**src/rtl/assert_macros.svh**
```systemverilog
`ifndef ASSERT_MACROS_SVH
`define ASSERT_MACROS_SVH

// Plain property checked on every clock edge outside reset
`define ASSERT_CLK(lbl, prop, msg) \
   lbl: assert property (@(posedge clock) disable iff (reset) (prop)) else $error(msg);

// Same-cycle implication checked outside reset
`define ASSERT_IMPLY(lbl, ante, cons, msg) \
   lbl: assert property (@(posedge clock) disable iff (reset) (ante) |-> (cons)) \
      else $error(msg);

`endif

```
**src/rtl/sfr_pkg.sv**
```systemverilog
package sfr_pkg;

   // Payload buffer sizing
   localparam int MAX_PAYLOAD = 32;
   localparam int RAM_ADDR_W  = (MAX_PAYLOAD > 1) ? $clog2(MAX_PAYLOAD) : 1;

   // Field widths
   localparam int BYTE_W      = 8;
   localparam int LEN_W       = 6;
   localparam int IDX_W       = 5;
   localparam int TIMER_W     = 16;
   localparam int CSR_IDX_W   = 2;
   localparam int CSR_DATA_W  = 16;
   localparam int RSP_TDATA_W = 32;
   localparam int RSP_TUSER_W = 4;

   // CRC-16/ARC, reflected
   localparam logic [15:0] CRC_POLY = 16'hA001;

   // Configuration register indexes
   localparam logic [CSR_IDX_W-1:0] CSR_START_MARKER  = 2'd0;
   localparam logic [CSR_IDX_W-1:0] CSR_END_MARKER    = 2'd1;
   localparam logic [CSR_IDX_W-1:0] CSR_TIMEOUT_TICKS = 2'd2;

   // Input item kinds
   localparam logic FUNC_BYTE = 1'b0;
   localparam logic FUNC_TICK = 1'b1;

   // Result status codes
   typedef enum logic [2:0] {
      ST_OK,
      ST_TIMEOUT,
      ST_BAD_START,
      ST_BAD_END,
      ST_CRC,
      ST_BAD_LEN
   } status_type;

   // Work handed from the parser to the result sequencer
   typedef struct packed {
      logic                valid;
      logic                drain;        // read payload back from the buffer
      status_type          status;
      logic [BYTE_W-1:0]   frame_id;
      logic [LEN_W-1:0]    frame_length;
   } job_type;

   // Payload buffer write
   typedef struct packed {
      logic                  en;
      logic [RAM_ADDR_W-1:0] addr;
      logic [BYTE_W-1:0]     data;
   } ram_wr_type;

endpackage

```
**src/rtl/sfr_payload_ram.sv**
```systemverilog
module sfr_payload_ram #(
   parameter int DEPTH  = 32,
   parameter int WIDTH  = 8,
   parameter int ADDR_W = (DEPTH > 1) ? $clog2(DEPTH) : 1
) (
   input  logic              clock,
   input  logic              wr_en,
   input  logic [ADDR_W-1:0] wr_addr,
   input  logic [WIDTH-1:0]  wr_data,
   input  logic              rd_en,
   input  logic [ADDR_W-1:0] rd_addr,
   output logic [WIDTH-1:0]  rd_data
);

   logic [WIDTH-1:0] mem [DEPTH];
   logic [WIDTH-1:0] rd_data_ff;

   // One write port, one registered read port
   always_ff @(posedge clock) begin
      if (wr_en) begin
         mem[wr_addr] <= wr_data;
      end
      if (rd_en) begin
         rd_data_ff <= mem[rd_addr];
      end
   end

   assign rd_data = rd_data_ff;

endmodule

```
**src/rtl/sfr_parser.sv**
```systemverilog
module sfr_parser import sfr_pkg::*; (
   input  logic                  clock,
   input  logic                  reset,
   input  logic                  req_tvalid,
   output logic                  req_tready,
   input  logic [BYTE_W-1:0]     req_tdata,
   input  logic [0:0]            req_tuser,
   input  logic                  csr_valid,
   input  logic [CSR_IDX_W-1:0]  csr_index,
   input  logic [CSR_DATA_W-1:0] csr_data,
   input  logic                  job_ready,
   output job_type               job,
   output ram_wr_type            ram_wr
);

   typedef enum logic [2:0] {
      PH_IDLE,
      PH_ID,
      PH_LEN,
      PH_DATA,
      PH_CRCLO,
      PH_CRCHI,
      PH_END
   } phase_type;

   phase_type            phase_ff, phase_in;
   logic [BYTE_W-1:0]    id_ff, id_in;
   logic [LEN_W-1:0]     len_ff, len_in;
   logic [LEN_W-1:0]     count_ff, count_in;
   logic [15:0]          crc_ff, crc_in;
   logic [15:0]          crc_rx_ff, crc_rx_in;
   logic [TIMER_W-1:0]   timer_ff, timer_in;
   logic [BYTE_W-1:0]    start_ff, start_in;
   logic [BYTE_W-1:0]    end_ff, end_in;
   logic [TIMER_W-1:0]   timeout_ff, timeout_in;

   logic                 accept;
   logic [TIMER_W-1:0]   tick_count;
   logic [LEN_W-1:0]     count_next;
   logic [15:0]          crc_feed_b;

   // Bitwise CRC-16/ARC update over one byte
   function automatic logic [15:0] crc_feed(input logic [15:0] crc, input logic [7:0] b);
      logic [15:0] c;
      c = crc ^ {8'h00, b};
      for (int i = 0; i < 8; i++) begin
         c = c[0] ? ((c >> 1) ^ CRC_POLY) : (c >> 1);
      end
      return c;
   endfunction

   // Items are taken only while the result side has no job in hand
   assign req_tready = job_ready;
   assign accept     = req_tvalid && job_ready;
   assign crc_feed_b = crc_feed(crc_ff, req_tdata);
   assign tick_count = (timer_ff == '1) ? timer_ff : timer_ff + TIMER_W'(1);
   assign count_next = count_ff + LEN_W'(1);

   // Frame parser next state
   always_comb begin
      phase_in   = phase_ff;
      id_in      = id_ff;
      len_in     = len_ff;
      count_in   = count_ff;
      crc_in     = crc_ff;
      crc_rx_in  = crc_rx_ff;
      timer_in   = timer_ff;
      start_in   = start_ff;
      end_in     = end_ff;
      timeout_in = timeout_ff;
      job        = '0;
      ram_wr     = '0;

      job.frame_id     = id_ff;
      job.frame_length = len_ff;
      job.status       = ST_OK;

      // register writes
      if (csr_valid) begin
         case (csr_index)
            CSR_START_MARKER:  start_in   = csr_data[BYTE_W-1:0];
            CSR_END_MARKER:    end_in     = csr_data[BYTE_W-1:0];
            CSR_TIMEOUT_TICKS: timeout_in = csr_data[TIMER_W-1:0];
            default: ;
         endcase
      end

      if (accept) begin
         if (req_tuser[0] == FUNC_TICK) begin
            // wait-point timer, saturating
            timer_in = tick_count;
            if (tick_count >= timeout_ff) begin
               job.valid  = 1'b1;
               job.status = ST_TIMEOUT;
               phase_in   = PH_IDLE;
               timer_in   = '0;
            end
         end else begin
            case (phase_ff)
               PH_IDLE: begin
                  if (req_tdata != start_ff) begin
                     job.valid  = 1'b1;
                     job.status = ST_BAD_START;
                     timer_in   = '0;
                  end else begin
                     id_in     = '0;
                     len_in    = '0;
                     count_in  = '0;
                     crc_in    = '0;
                     crc_rx_in = '0;
                     timer_in  = '0;
                     phase_in  = PH_ID;
                  end
               end
               PH_ID: begin
                  id_in    = req_tdata;
                  crc_in   = crc_feed_b;
                  phase_in = PH_LEN;
               end
               PH_LEN: begin
                  if (int'(req_tdata) > MAX_PAYLOAD) begin
                     job.valid  = 1'b1;
                     job.status = ST_BAD_LEN;
                     phase_in   = PH_IDLE;
                     timer_in   = '0;
                  end else begin
                     len_in   = req_tdata[LEN_W-1:0];
                     crc_in   = crc_feed_b;
                     count_in = '0;
                     timer_in = '0;
                     phase_in = (req_tdata != '0) ? PH_DATA : PH_CRCLO;
                  end
               end
               PH_DATA: begin
                  ram_wr.en   = 1'b1;
                  ram_wr.addr = count_ff[RAM_ADDR_W-1:0];
                  ram_wr.data = req_tdata;
                  crc_in      = crc_feed_b;
                  count_in    = count_next;
                  if (count_next >= len_ff) begin
                     timer_in = '0;
                     phase_in = PH_CRCLO;
                  end
               end
               PH_CRCLO: begin
                  crc_rx_in = {8'h00, req_tdata};
                  phase_in  = PH_CRCHI;
               end
               PH_CRCHI: begin
                  crc_rx_in = {req_tdata, crc_rx_ff[7:0]};
                  phase_in  = PH_END;
               end
               default: begin
                  // end byte is checked before the CRC
                  job.valid = 1'b1;
                  phase_in  = PH_IDLE;
                  timer_in  = '0;
                  if (req_tdata != end_ff) begin
                     job.status = ST_BAD_END;
                  end else if (crc_rx_ff != crc_ff) begin
                     job.status = ST_CRC;
                  end else begin
                     job.drain = (len_ff != '0);
                  end
               end
            endcase
         end
      end
   end

   always_ff @(posedge clock) begin
      if (reset) begin
         phase_ff   <= PH_IDLE;
         id_ff      <= '0;
         len_ff     <= '0;
         count_ff   <= '0;
         crc_ff     <= '0;
         crc_rx_ff  <= '0;
         timer_ff   <= '0;
         start_ff   <= 8'hFF;
         end_ff     <= 8'hF7;
         timeout_ff <= TIMER_W'(200);
      end else begin
         phase_ff   <= phase_in;
         id_ff      <= id_in;
         len_ff     <= len_in;
         count_ff   <= count_in;
         crc_ff     <= crc_in;
         crc_rx_ff  <= crc_rx_in;
         timer_ff   <= timer_in;
         start_ff   <= start_in;
         end_ff     <= end_in;
         timeout_ff <= timeout_in;
      end
   end

endmodule

```
**src/rtl/sfr_result_seq.sv**
```systemverilog
module sfr_result_seq import sfr_pkg::*; (
   input  logic                   clock,
   input  logic                   reset,
   input  job_type                job,
   output logic                   job_ready,
   output logic                   rd_en,
   output logic [RAM_ADDR_W-1:0]  rd_addr,
   input  logic [BYTE_W-1:0]      rd_data,
   output logic                   rsp_tvalid,
   input  logic                   rsp_tready,
   output logic [RSP_TDATA_W-1:0] rsp_tdata,
   output logic [RSP_TUSER_W-1:0] rsp_tuser,
   output logic                   rsp_tlast
);

   typedef enum logic [1:0] {
      OUT_IDLE,
      OUT_SINGLE,
      OUT_READ,
      OUT_EMIT
   } out_state_type;

   out_state_type       state_ff;
   job_type             job_ff;
   logic [LEN_W-1:0]    cnt_ff;
   logic                valid_ff;
   status_type          status_ff;
   logic [BYTE_W-1:0]   id_ff;
   logic [LEN_W-1:0]    len_ff;
   logic                dv_ff;
   logic [BYTE_W-1:0]   pb_ff;
   logic [IDX_W-1:0]    idx_ff;
   logic                last_ff;

   logic                slot_free;
   logic                out_load;
   logic [LEN_W-1:0]    cnt_next;

   // output register may be loaded when empty or being taken
   assign slot_free = !valid_ff || rsp_tready;
   assign out_load  = slot_free && (state_ff inside {OUT_SINGLE, OUT_EMIT});
   assign cnt_next  = cnt_ff + LEN_W'(1);
   assign job_ready = (state_ff == OUT_IDLE);
   assign rd_en     = (state_ff == OUT_READ);
   assign rd_addr   = cnt_ff[RAM_ADDR_W-1:0];

   // Result sequencer: one result for a lone status, read-then-emit per payload byte
   always_ff @(posedge clock) begin
      if (reset) begin
         state_ff <= OUT_IDLE;
         valid_ff <= 1'b0;
      end else begin
         if (valid_ff && rsp_tready && !out_load) begin
            valid_ff <= 1'b0;
         end
         case (state_ff)
            OUT_IDLE: begin
               if (job.valid) begin
                  job_ff   <= job;
                  cnt_ff   <= '0;
                  state_ff <= job.drain ? OUT_READ : OUT_SINGLE;
               end
            end
            OUT_SINGLE: begin
               if (slot_free) begin
                  valid_ff  <= 1'b1;
                  status_ff <= job_ff.status;
                  id_ff     <= job_ff.frame_id;
                  len_ff    <= job_ff.frame_length;
                  dv_ff     <= 1'b0;
                  pb_ff     <= '0;
                  idx_ff    <= '0;
                  last_ff   <= 1'b1;
                  state_ff  <= OUT_IDLE;
               end
            end
            OUT_READ: begin
               state_ff <= OUT_EMIT;
            end
            OUT_EMIT: begin
               if (slot_free) begin
                  valid_ff  <= 1'b1;
                  status_ff <= ST_OK;
                  id_ff     <= job_ff.frame_id;
                  len_ff    <= job_ff.frame_length;
                  dv_ff     <= 1'b1;
                  pb_ff     <= rd_data;
                  idx_ff    <= cnt_ff[IDX_W-1:0];
                  last_ff   <= (cnt_next == job_ff.frame_length);
                  cnt_ff    <= cnt_next;
                  state_ff  <= (cnt_next == job_ff.frame_length) ? OUT_IDLE : OUT_READ;
               end
            end
            default: state_ff <= OUT_IDLE;
         endcase
      end
   end

   assign rsp_tvalid = valid_ff;
   assign rsp_tdata  = {5'b0, idx_ff, pb_ff, len_ff, id_ff};
   assign rsp_tuser  = {dv_ff, status_ff};
   assign rsp_tlast  = last_ff;

endmodule

```
**src/rtl/serial_frame_receiver_crc16.sv**
```systemverilog
// Path: a status result goes from the job register through OUT_SINGLE into the output register
// once the output slot is free; each payload result of a good frame goes through OUT_READ, then OUT_EMIT.
// Throughput: 1 item a cycle while no result is pending; a good frame blocks input while
// each payload byte is read and then emitted over the payload buffer port.
// Reset: synchronous, active high; parser registers and the sequencer state and valid flag
// return to defaults; the payload buffer is not cleared (only current-frame entries are read back).
`include "assert_macros.svh"

module serial_frame_receiver_crc16 import sfr_pkg::*; (
   input  logic                   clock,
   input  logic                   reset,
   // input items
   input  logic                   req_tvalid,
   output logic                   req_tready,
   input  logic [BYTE_W-1:0]      req_tdata,   // [7:0] rx_byte
   input  logic [0:0]             req_tuser,   // [0] func
   // results
   output logic                   rsp_tvalid,
   input  logic                   rsp_tready,
   output logic [RSP_TDATA_W-1:0] rsp_tdata,   // [7:0] frame_id, [13:8] frame_length,
                                               // [21:14] payload_byte, [26:22] byte_index
   output logic [RSP_TUSER_W-1:0] rsp_tuser,   // [2:0] status, [3] data_valid
   output logic                   rsp_tlast,
   // register writes
   input  logic                   csr_valid,
   output logic                   csr_ready,
   input  logic [CSR_IDX_W-1:0]   csr_index,
   input  logic [CSR_DATA_W-1:0]  csr_data
);

   job_type               job;
   ram_wr_type            ram_wr;
   logic                  job_ready;
   logic                  rd_en;
   logic [RAM_ADDR_W-1:0] rd_addr;
   logic [BYTE_W-1:0]     rd_data;

   assign csr_ready = 1'b1;

   sfr_parser u_parser (
      .clock      (clock),
      .reset      (reset),
      .req_tvalid (req_tvalid),
      .req_tready (req_tready),
      .req_tdata  (req_tdata),
      .req_tuser  (req_tuser),
      .csr_valid  (csr_valid),
      .csr_index  (csr_index),
      .csr_data   (csr_data),
      .job_ready  (job_ready),
      .job        (job),
      .ram_wr     (ram_wr)
   );

   sfr_payload_ram #(
      .DEPTH  (MAX_PAYLOAD),
      .WIDTH  (BYTE_W),
      .ADDR_W (RAM_ADDR_W)
   ) u_payload_ram (
      .clock   (clock),
      .wr_en   (ram_wr.en),
      .wr_addr (ram_wr.addr),
      .wr_data (ram_wr.data),
      .rd_en   (rd_en),
      .rd_addr (rd_addr),
      .rd_data (rd_data)
   );

   sfr_result_seq u_result_seq (
      .clock      (clock),
      .reset      (reset),
      .job        (job),
      .job_ready  (job_ready),
      .rd_en      (rd_en),
      .rd_addr    (rd_addr),
      .rd_data    (rd_data),
      .rsp_tvalid (rsp_tvalid),
      .rsp_tready (rsp_tready),
      .rsp_tdata  (rsp_tdata),
      .rsp_tuser  (rsp_tuser),
      .rsp_tlast  (rsp_tlast)
   );

   // error results are lone items without payload
   `ASSERT_IMPLY(a_err_lone, rsp_tvalid && (rsp_tuser[2:0] != ST_OK), rsp_tlast && !rsp_tuser[3], "error result not a lone last item")
   // payload position lies inside the frame
   `ASSERT_IMPLY(a_idx_range, rsp_tvalid && rsp_tuser[3], rsp_tdata[26:22] < rsp_tdata[13:8], "byte index beyond frame length")
   // no input taken while a payload run is still being delivered
   `ASSERT_IMPLY(a_drain_blocks, rsp_tvalid && !rsp_tlast, !req_tready, "input taken during payload run")
   `ASSERT_CLK(a_len_range, !rsp_tvalid || (rsp_tdata[13:8] <= 6'(MAX_PAYLOAD)), "frame length above maximum")

endmodule
```
**config.mk**
```make
export PLATFORM = sky130hd
export DESIGN_NAME = serial_frame_receiver_crc16
export DESIGN_NICKNAME = d
export VERILOG_FILES = /design/src/rtl/sfr_pkg.sv /design/src/rtl/sfr_payload_ram.sv /design/src/rtl/sfr_parser.sv /design/src/rtl/sfr_result_seq.sv /design/src/rtl/serial_frame_receiver_crc16.sv
export VERILOG_INCLUDE_DIRS = /design/src /design/src/rtl
export SDC_FILE = /design/constraint.sdc
export NUM_CORES = 1
export LEC_CHECK = 0
export BUFFER_PORTS_ARGS = -buffer_cell sky130_fd_sc_hd__buf_2
export CAP_MARGIN = 0
export CORE_ASPECT_RATIO = 0.7
export CORE_UTILIZATION = 45
export DETAILED_ROUTE_END_ITERATION = 10
export HOLD_SLACK_MARGIN = 0.05
export PLACE_DENSITY = 0.73
export SLEW_MARGIN = 30
export SYNTH_ARGS = -nofsm -noshare
export SYNTH_HDL_FRONTEND = slang
export SYNTH_SLANG_ARGS = --single-unit
```
**constraint.sdc**
```tcl
create_clock -name clock -period 14.48 [get_ports clock]
set_clock_uncertainty 0.1 [all_clocks]
set_input_delay 2.172 -clock clock [delete_from_list [all_inputs] [get_ports clock]]
set_output_delay 2.172 -clock clock [all_outputs]
set_load 0.005 [all_outputs]
```
**After elaboration in Yosys (flattened, before gate mapping)**

Memories as Yosys holds them, arrays and structs flattened. A register that Yosys moved wholly into a read port is not among the register bits.
Cells that the tools add are included.
W data, S select, Z words.

- Register bits after elaboration: 161
- Memory bits (writable): 256
- Input port bits: 32
- Output and inout port bits: 40
- Memories: 1

- Add/sub/neg operators: 3
- Order comparisons: 3
- Equal/unequal tests: 24
- Mux-type cells: 79
- Bitwise logic cells: 12
- Reduce and logical (&&, ||, !) cells: 41

Memories:

| memory | depth | width | rd ports | clocked after memory_dff | write ports | RTL line | RTL |
|---|---|---|---|---|---|---|---|
| u_payload_ram.mem | 32 | 8 | 1 | 1 | 1 | sfr_payload_ram.sv:15 | `logic [WIDTH-1:0] mem [DEPTH];` |

Operators with widths:

| kind | number |
|---|---|
| $mux W16 | 14 |
| $pmux W16 S3 | 2 |
| $mux W14 | 3 |
| $mux W3 | 12 |
| $pmux W16 S2 | 1 |
| $pmux W8 S2 | 2 |
| $mux W6 | 5 |
| $mux W8 | 3 |
| $not A2 Y3 | 8 |
| $pmux W6 S2 | 2 |
| $reduce_and A4 Y1 | 5 |
| $reduce_and A5 Y1 | 4 |
| $pmux W3 S6 | 1 |
| $pmux W6 S3 | 1 |
| $mux W1 | 17 |
| $add A16 B1 Y16 const B | 1 |
| $eq A16 B16 Y1 const B | 1 |
| $ge A16 B16 Y1 | 1 |
| $ne A16 B16 Y1 | 1 |
| $ne A8 B8 Y1 | 2 |
| $xor A16 B8 Y16 | 1 |
| $mux W5 | 3 |
| $add A6 B1 Y6 const B | 2 |
| $mux W2 | 6 |
| other kinds (34) | 64 |

**Depth between registers and ports, before layout**

Gate-level depths: netlist of the first run.

- Depth after elaboration: 19
- Gate-level depth with buffers: 14

**By module**

A second synthesis of the first run with hierarchy kept.

- Cells, all modules: 1306
- Area total of the unflattened synthesis: 18252.5 µm²

By module, submodules not included:

| module | times used | cells an instance | area each (µm²) | sequential area each (µm²) |
|---|---|---|---|---|
| sfr_payload_ram | 1 | 417 | 10133.5 | 7927.6 |
| sfr_parser | 1 | 749 | 5819.3 | 2062.0 |
| sfr_result_seq | 1 | 138 | 2288.4 | 1711.6 |
| serial_frame_receiver_crc16 | 1 | 2 | 11.3 | 0.0 |

**Worst setup path before layout of the first run**

Ideal clock, no wire load.

- Kind: input port to flip-flop
- Start point: in req_tdata[3]
- End point: reg u_result_seq.job_ff[0] in the netlist's numbering, enable pin
- Arrival time: 4.892 ns
- Data required time: 13.945 ns
- Path slack: 9.053 ns
- Stages on the path: 7
- Path buffers: 1
- Cell sequence: buf_2 -> or4_4 -> nor4_4 -> or3_4 -> a31oi_1 -> a31oi_1 -> nor4_1

- Longest elaborated chain between the ends: 6

Ends and longest elaborated chain:

| what | RTL line | RTL |
|---|---|---|
| start: declaration | serial_frame_receiver_crc16.sv:15 | `input logic [BYTE_W-1:0] req_tdata,` |
| $gt A8 B6 Y1 or $ne A8 B8 Y1 (tied branches) | sfr_parser.sv:121, sfr_parser.sv:101 |  |
| $mux W1, on equally long branches | sfr_parser.sv:121, sfr_parser.sv:101 |  |
| $pmux W1 S3 * | sfr_parser.sv:99 | `case (phase_ff)` |
| $mux W1 * | sfr_parser.sv:89 | `if (req_tuser[0] == FUNC_TICK) begin` |
| $mux W5 * | sfr_parser.sv:88 | `if (accept) begin` |
| $reduce_and A3 Y1 (no source line) * | -- |  |
| end signal: assignment | sfr_result_seq.sv:59 | `job_ff <= job;` |
| end: declaration | sfr_result_seq.sv:24 | `job_type job_ff;` |

Mark *: on every way between the ends. The rest lies on a longest branch, timed or not.
A chain may end at the register's enable or synchronous reset.

**Final worst setup path of the first run**

- Start point: in req_tvalid
- End point: mem u_payload_ram.mem[15][7], enable pin

- Longest elaborated chain between the ends: 4

Ends and longest elaborated chain:

| what | RTL line | RTL |
|---|---|---|
| start: declaration | serial_frame_receiver_crc16.sv:13 | `input logic req_tvalid,` |
| $logic_and A1 B1 Y1 * | sfr_parser.sv:54 | `assign accept = req_tvalid && job_ready;` |
| $mux W14 * | sfr_parser.sv:88 |  |
| $mux W1 | sfr_payload_ram.sv:20 | `if (wr_en) begin` |
| $mux W1 (not written as such) | sfr_payload_ram.sv:21 | `mem[wr_addr] <= wr_data;` |
| end: declaration | sfr_payload_ram.sv:15 |  |

Marked as above.

==> results of run 1 <==
-- metrics by stage --
step | setup WS, ps | utilization, % | hold slack (ps) | instances | power, mW
floorplan | 9050 | - | 300 | 1272 | 1.39
global placement | 9320 | 47.4 | 306 | 1805 | 1.41
detailed placement | 9060 | 47.5 | 319 | 1806 | 1.41
CTS | 9630 | 51.0 | 334 | 1881 | 2.52
global route | 9350 | 51.1 | 333 | 1882 | 2.57
finish | 9500 | 51.1 | 327 | 1884 | 2.50
-- path summary, 6_finish.rpt --
| kind | start | to | cells past startpoint |
|---|---|---|---|
| max reg2reg | u_parser.timer_ff[0] | u_result_seq.cnt_ff[4] | 13 |
| min reg2reg | u_result_seq.job_ff[12] | u_result_seq.id_ff[6] | 0 |
| max | req_tvalid | u_payload_ram.mem[15][7] | 6 |
| min | u_result_seq.job_ff[12] | u_result_seq.id_ff[6] | 0 |
-- cell type report --
class,instances,area [um^2]
antenna,2,5.00
clock buffer,54,1130
clock inverter,21,293
fill,3223,19400
inverter,29,109
multi-input combinational,735,5910
sequential,425,11700
tap,535,669
timing repair buffer,83,479
-- registers in the layout, indices dropped and copies added, names as in the netlist, 8 cells and up --
signal                 cells
u_parser.timer_ff         16
u_payload_ram.mem        256
u_parser.crc_rx_ff        16
u_result_seq.id_ff         8
u_parser.timeout_ff       16
u_payload_ram.rd_data      8
u_parser.id_ff             8
u_result_seq.job_ff       17
u_parser.crc_ff           16
u_parser.end_ff            8
u_parser.start_ff          8
u_result_seq.pb_ff         8
-- synth_stat cells (all sizes together), types with 4 or more instances --
cell type / n / share of area (%)
xnor2: 49 / 2.4
nand3b: 9 / 0.37
or3: 6 / 0.24
nand4: 29 / 1.0
a21oi: 68 / 1.9
mux4: 80 / 10
and3: 19 / 0.66
ha: 25 / 1.7
a22oi: 12 / 0.50
nor4: 9 / 0.39
xor2: 25 / 1.2
nand2b: 7 / 0.24
edfxtp: 319 / 53
nor2: 74 / 1.6
clkbuf: 44 / 1.0
buf: 39 / 1.2
a31oi: 14 / 0.48
o21ai: 13 / 0.36
dfxtp: 106 / 12
nand3: 43 / 1.3
and2: 13 / 0.46
mux2i: 18 / 1.0
o211ai: 6 / 0.25
inv: 28 / 0.58
or4: 7 / 0.31
nor3: 10 / 0.37
nor3b: 4 / 0.19
nand2: 136 / 2.8
nor2b: 6 / 0.21
mux2: 11 / 0.71
-- per-layer routing --
metal | share of wire (%) | global-route usage (%) | wire [um]
met5 | 0 | 0 | 0
met4 | 1.4 | 4.26 | 584
met3 | 13 | 6.48 | 5300
met2 | 40 | 27.0 | 17000
met1 | 46 | 32.6 | 19100
-- power by group through the flow --
| stage | sequential (mW) | combinational, mW | clock, mW |
|---|---|---|---|
| floorplan | 1.33 | 0.0598 | 0 |
| global placement | 1.33 | 0.0781 | 0 |
| detailed placement | 1.33 | 0.0805 | 0 |
| CTS | 1.31 | 0.0811 | 1.13 |
| global route | 1.31 | 0.0890 | 1.18 |
| finish | 1.31 | 0.0824 | 1.11 |
-- cell families (layout without fill, tap and decap cells) --
family	after synthesis	after routing	share of synthesized area (%)
xor+xnor	75	75	3.71
other cells	2	8	0.0415
buf+inv	112	187	2.83
mux	109	109	11.7
flops	425	425	64.7
compound gates	140	140	4.80
fa+ha+maj	25	25	1.73
simple gates	380	380	10.5
-- critical path, delay by kind of cell --
kind | cells | cell delay, ps
buf+inv | 1 | 100
simple gates | 5 | 2760
-- cell usage in the layout, fill, tap and decap left out, types with 25 or more instances in the layout --
cell	count
ha_1	25
nand3_1	42
nand4_1	29
nor2_1	69
inv_1	28
dfxtp_1	106
buf_2	65
mux4_2	80
xor2_1	25
clkbuf_16	42
a21oi_1	67
xnor2_1	49
nand2_1	136
edfxtp_1	319
==> results.sh, run 1 <==
export IMPL_yosys_warnings=0
export IMPL_grt_pass1_vias=10038
export IMPL_cp_arrival_ps=5050
export IMPL_htreeDepth=2
export IMPL_crit_path_end_kind="register"
export IMPL_max_slew_worst_pin_slew_ps=988
export IMPL_cts_resized=0
export IMPL_grt_pass1_wl_um=63300
export IMPL_switching_share_pct=20.3
export IMPL_power_frac_seq_pct=52.2
export IMPL_cap_viol_max_count=0
export IMPL_first_pass_iters=7
export IMPL_rrSetupSlack_ps=9730
export IMPL_syn_to_final_growth_pct=12.2
export IMPL_crit_path_frequent_cell="nor2_1"
export IMPL_fin_area_um2=20300
export IMPL_ir_drop_mv=0.0757
export IMPL_rows=61
export IMPL_totalWireLength_um=42000
export IMPL_status="completed"
export IMPL_port_buffers=65
export IMPL_slowest_stage="nor2_1"
export IMPL_wl_per_cell_um=22.3
export IMPL_synth_seq_cells=425
export IMPL_grt_overflow_total=0
export IMPL_synth_edf_count=319
export IMPL_cp_required_ps=14550
export IMPL_worstSetupPathType="input port to register"
export IMPL_p_leak_nw=7.14
export IMPL_die_area_um2=41000
export IMPL_cts_tree="built"
export IMPL_cts_sinks=425
export IMPL_pwr_share_comb_pct=3.3
export IMPL_fmax_mhz=201
export IMPL_crit_fanout=11
export IMPL_hpwl_um=27200
export IMPL_ys_flop_type="edfxtp_1"
export IMPL_syn_inst=1268
export IMPL_p_sw_mw=0.510
export IMPL_slew_headroom_pct=34.0
export IMPL_gp_congestion=0.855
export IMPL_ioPinCount=72
export IMPL_p_per_area_nw_per_um2=123
export IMPL_ys_seq_area_share_pct=64.7
export IMPL_antenna_found_initial=3
export IMPL_path_cells="buf_2, nor3b_1, nand2b_1, nor2_1, nand3_1, nor2_1"
export IMPL_root_buffer="clkbuf_16"
export IMPL_hold_buffers=0
export IMPL_cpPeakStageDelay_ps=830
export IMPL_post_route_drc_count=0
export IMPL_grt_max_degree=69
export IMPL_hold_path_class="register to register"
export IMPL_clock_latency_ps=540
export IMPL_numCtsBuffers=41
export IMPL_hold_viol=0
export IMPL_fin_crit_sh_pct=34.4
export IMPL_setup_viol=0
export IMPL_final_setup_tns_ps=0
export IMPL_drt_initial_drc_count=1327
export IMPL_cts_setup_buffers=0
export IMPL_drtAntennaViolNets=0
export IMPL_synth_cell_area_um2=18100
export IMPL_rsz0062_at_grt="false"
export IMPL_synth_distinct_cells=72
export IMPL_cp_start_kind="input port"
export IMPL_viasPerCell=5.79
export IMPL_finalNetCount=1372
export IMPL_p_int_mw=1.99
export IMPL_synth_area_per_cell_um2=14.3
export IMPL_clk_pin_slew_ps=60
export IMPL_drive_gt1_share_pct=19.4
export IMPL_start_util_pct=45.6
export IMPL_grt_usage_pct=20.6
export IMPL_async_flop_share_pct=0
export IMPL_routed_via_count=10908
export IMPL_core_area_um2=39700
export IMPL_power_share_clock_pct=44.5
export IMPL_die_h_um=170
export IMPL_die_w_um=242
export IMPL_period_minus_slack_ps=4980
export IMPL_clockBufferDepth=3
export IMPL_maxSlewViolCount=0
export IMPL_place_area_um2=18800
No activity file was read; power rests on OpenSTA's default activity.
==> run 2: changes to the inputs <==
--- a/config.mk
+++ b/config.mk
@@ -12,7 +12,7 @@
 export CORE_UTILIZATION = 45
 export DETAILED_ROUTE_END_ITERATION = 10
 export HOLD_SLACK_MARGIN = 0.05
-export PLACE_DENSITY = 0.73
+export PLACE_DENSITY = 0.76
 export SLEW_MARGIN = 30
 export SYNTH_ARGS = -nofsm -noshare
 export SYNTH_HDL_FRONTEND = slang
==> constraint.sdc (replaced) <==
create_clock -name clock -period 4.3 [get_ports clock]
set_clock_uncertainty 0.1 [all_clocks]
set_input_delay 0.645 -clock clock [delete_from_list [all_inputs] [get_ports clock]]
set_output_delay 0.645 -clock clock [all_outputs]
set_load 0.005 [all_outputs]
==> results.sh, run 2 (synthesis results as in run 1) <==
export IMPL_p_leak_nw=7.32
export IMPL_die_w_um=242
export IMPL_largestRegisters="u_payload_ram.mem (256), u_result_seq.job_ff (17)"
export IMPL_syn_to_final_growth_pct=13.7
export IMPL_largest_register_ff_count=256
export IMPL_clock_latency_ps=530
export IMPL_setup_viol=0
export IMPL_diodes=0
export IMPL_ioPinCount=72
export IMPL_drtAntennaViolNets=0
export IMPL_slew_headroom_pct=37.8
export IMPL_cp_arrival_ps=4300
export IMPL_crit_fanout=7
export IMPL_layout_setup_ws_ps=200
export IMPL_hold_path_class="input port to register"
export IMPL_cts_sinks=425
export IMPL_final_common_cell="edfxtp_1"
export IMPL_crit_path_end_kind="register"
export IMPL_hold_buffers=0
export IMPL_hpwl_um=26300
export IMPL_maxSlewViolCount=0
export IMPL_busiest_layer="met1"
export IMPL_fmax_mhz=244
export IMPL_core_area_um2=39700
export IMPL_power_share_clock_pct=41.3
export IMPL_p_sw_mw=1.66
export IMPL_clk_pin_slew_ps=60
export IMPL_hold_viol=0
export IMPL_cts_tree="built"
export IMPL_met3_usage_pct=4.17
export IMPL_gp_congestion=0.865
export IMPL_rsz0062_at_grt="true"
export IMPL_grt_overflow_total=0
export IMPL_final_cell_mix="319 x edfxtp_1, 136 x nand2_1, 106 x dfxtp_1"
export IMPL_finalNetCount=1426
export IMPL_use_met1_pct=29.7
export IMPL_cp_required_ps=4500
export IMPL_rows=61
export IMPL_power_frac_seq_pct=54.9
export IMPL_cap_viol_max_count=0
export IMPL_final_setup_tns_ps=0
export IMPL_htreeDepth=2
export IMPL_pwr_share_comb_pct=3.8
export IMPL_post_place_ws_ps=-30.6
export IMPL_drive_gt1_share_pct=22.0
export IMPL_die_h_um=170
export IMPL_root_buffer="clkbuf_16"
export IMPL_worstSetupPathType="register to register"
export IMPL_drt_initial_drc_count=1208
export IMPL_p_per_area_nw_per_um2=390
export IMPL_grt_pass1_wl_um=61700
export IMPL_totalWireLength_um=40700
export IMPL_clockBufferDepth=3
export IMPL_grt_max_degree=71
export IMPL_switching_share_pct=20.7
export IMPL_die_area_um2=41000
export IMPL_wl_per_cell_um=21.1
export IMPL_numCtsBuffers=41
export IMPL_status="completed"
export IMPL_period_minus_slack_ps=4100
export IMPL_first_pass_iters=5
export IMPL_routed_via_count=11065
export IMPL_max_flop_register="u_payload_ram.mem"
export IMPL_grt_usage_pct=19.6
export IMPL_port_buffers=65
export IMPL_post_route_drc_count=0
export IMPL_p_int_mw=6.35
export IMPL_cp_start_kind="register"
export IMPL_fin_crit_sh_pct=95.4
export IMPL_grt_pass1_vias=10370
export IMPL_start_util_pct=45.6
export IMPL_ir_drop_mv=0.286
export IMPL_grt_use_met2_pct=28.9
export IMPL_antenna_found_initial=0
export IMPL_max_slew_worst_pin_slew_ps=932
export IMPL_viasPerCell=5.73
-- run 2: worst max-delay path, cell delays in order, from the launching register on --
cell	delay, ps
dfxtp_1	400
nand4_1	350
nor3_2	400
buf_4	210
nand2_1	110
buf_4	200
nand2_1	90
nand2_1	60
ha_1	300
nor2b_1	130
o211a_1	220
o31ai_2	340
o211ai_1	260
a31oi_1	250
buf_4	170
a21oi_1	80
buf_4	190
-- run 2: timing repair --
action / 4_1_cts / 5_1_grt
endpoints found under the hold margin: 0 / 0
resized for setup: 0 / 4
endpoints found under the setup margin: 17 / 31
pin swaps: 1 / 0
setup buffers: 1 / 0
-- run 2: metrics by stage --
step                      instance area [um^2]  hold slack (ps)  instances  utilization [%]  power (mW)
after floorplan                          18100              300       1272                -        4.68
after global placement                   19300              309       1859             48.6        4.77
after detailed placement                 19300              305       1859             48.6        4.78
after CTS                                20500              245       1929             51.7        8.05
after global routing                     20600              259       1930             51.8        8.22
final                                    20600              265       1930             51.8        8.01
-- run 2: worst paths after layout --
path	slack, ps	endpoint	startpoint	depth (start not counted)
max	200	u_result_seq.cnt_ff[2]	u_parser.timer_ff[7]	16
min	260	u_parser.timeout_ff[15]	csr_data[15]	3
max reg2reg	200	u_result_seq.cnt_ff[2]	u_parser.timer_ff[7]	16
min reg2reg	320	u_result_seq.id_ff[6]	u_result_seq.job_ff[12]	0
-- run 2: final cells by class --
type	count	area [um^2]
Clock buffer	48	1070
Clock inverter	21	148
Fill cell	3232	19100
Inverter	29	109
Multi-Input combinational cell	735	5930
Sequential cell	425	11700
Tap cell	535	669
Timing Repair Buffer	137	932
-- run 2: power groups by stage --
stage          clock, mW  sequential (mW)  combinational [mW]
3_5_place_dp           0             4.49               0.291
5_1_grt             3.50             4.40               0.323
3_3_place_gp           0             4.49               0.286
4_1_cts             3.35             4.40               0.296
2_1_floorplan          0             4.48               0.202
6_report            3.31             4.40               0.301
-- run 2: routing by layer --
metal | part of all wire (%) | routed length (um)
met5 | 0 | 0
met4 | 1.4 | 588
met3 | 8.3 | 3400
met2 | 45 | 18200
met1 | 46 | 18500
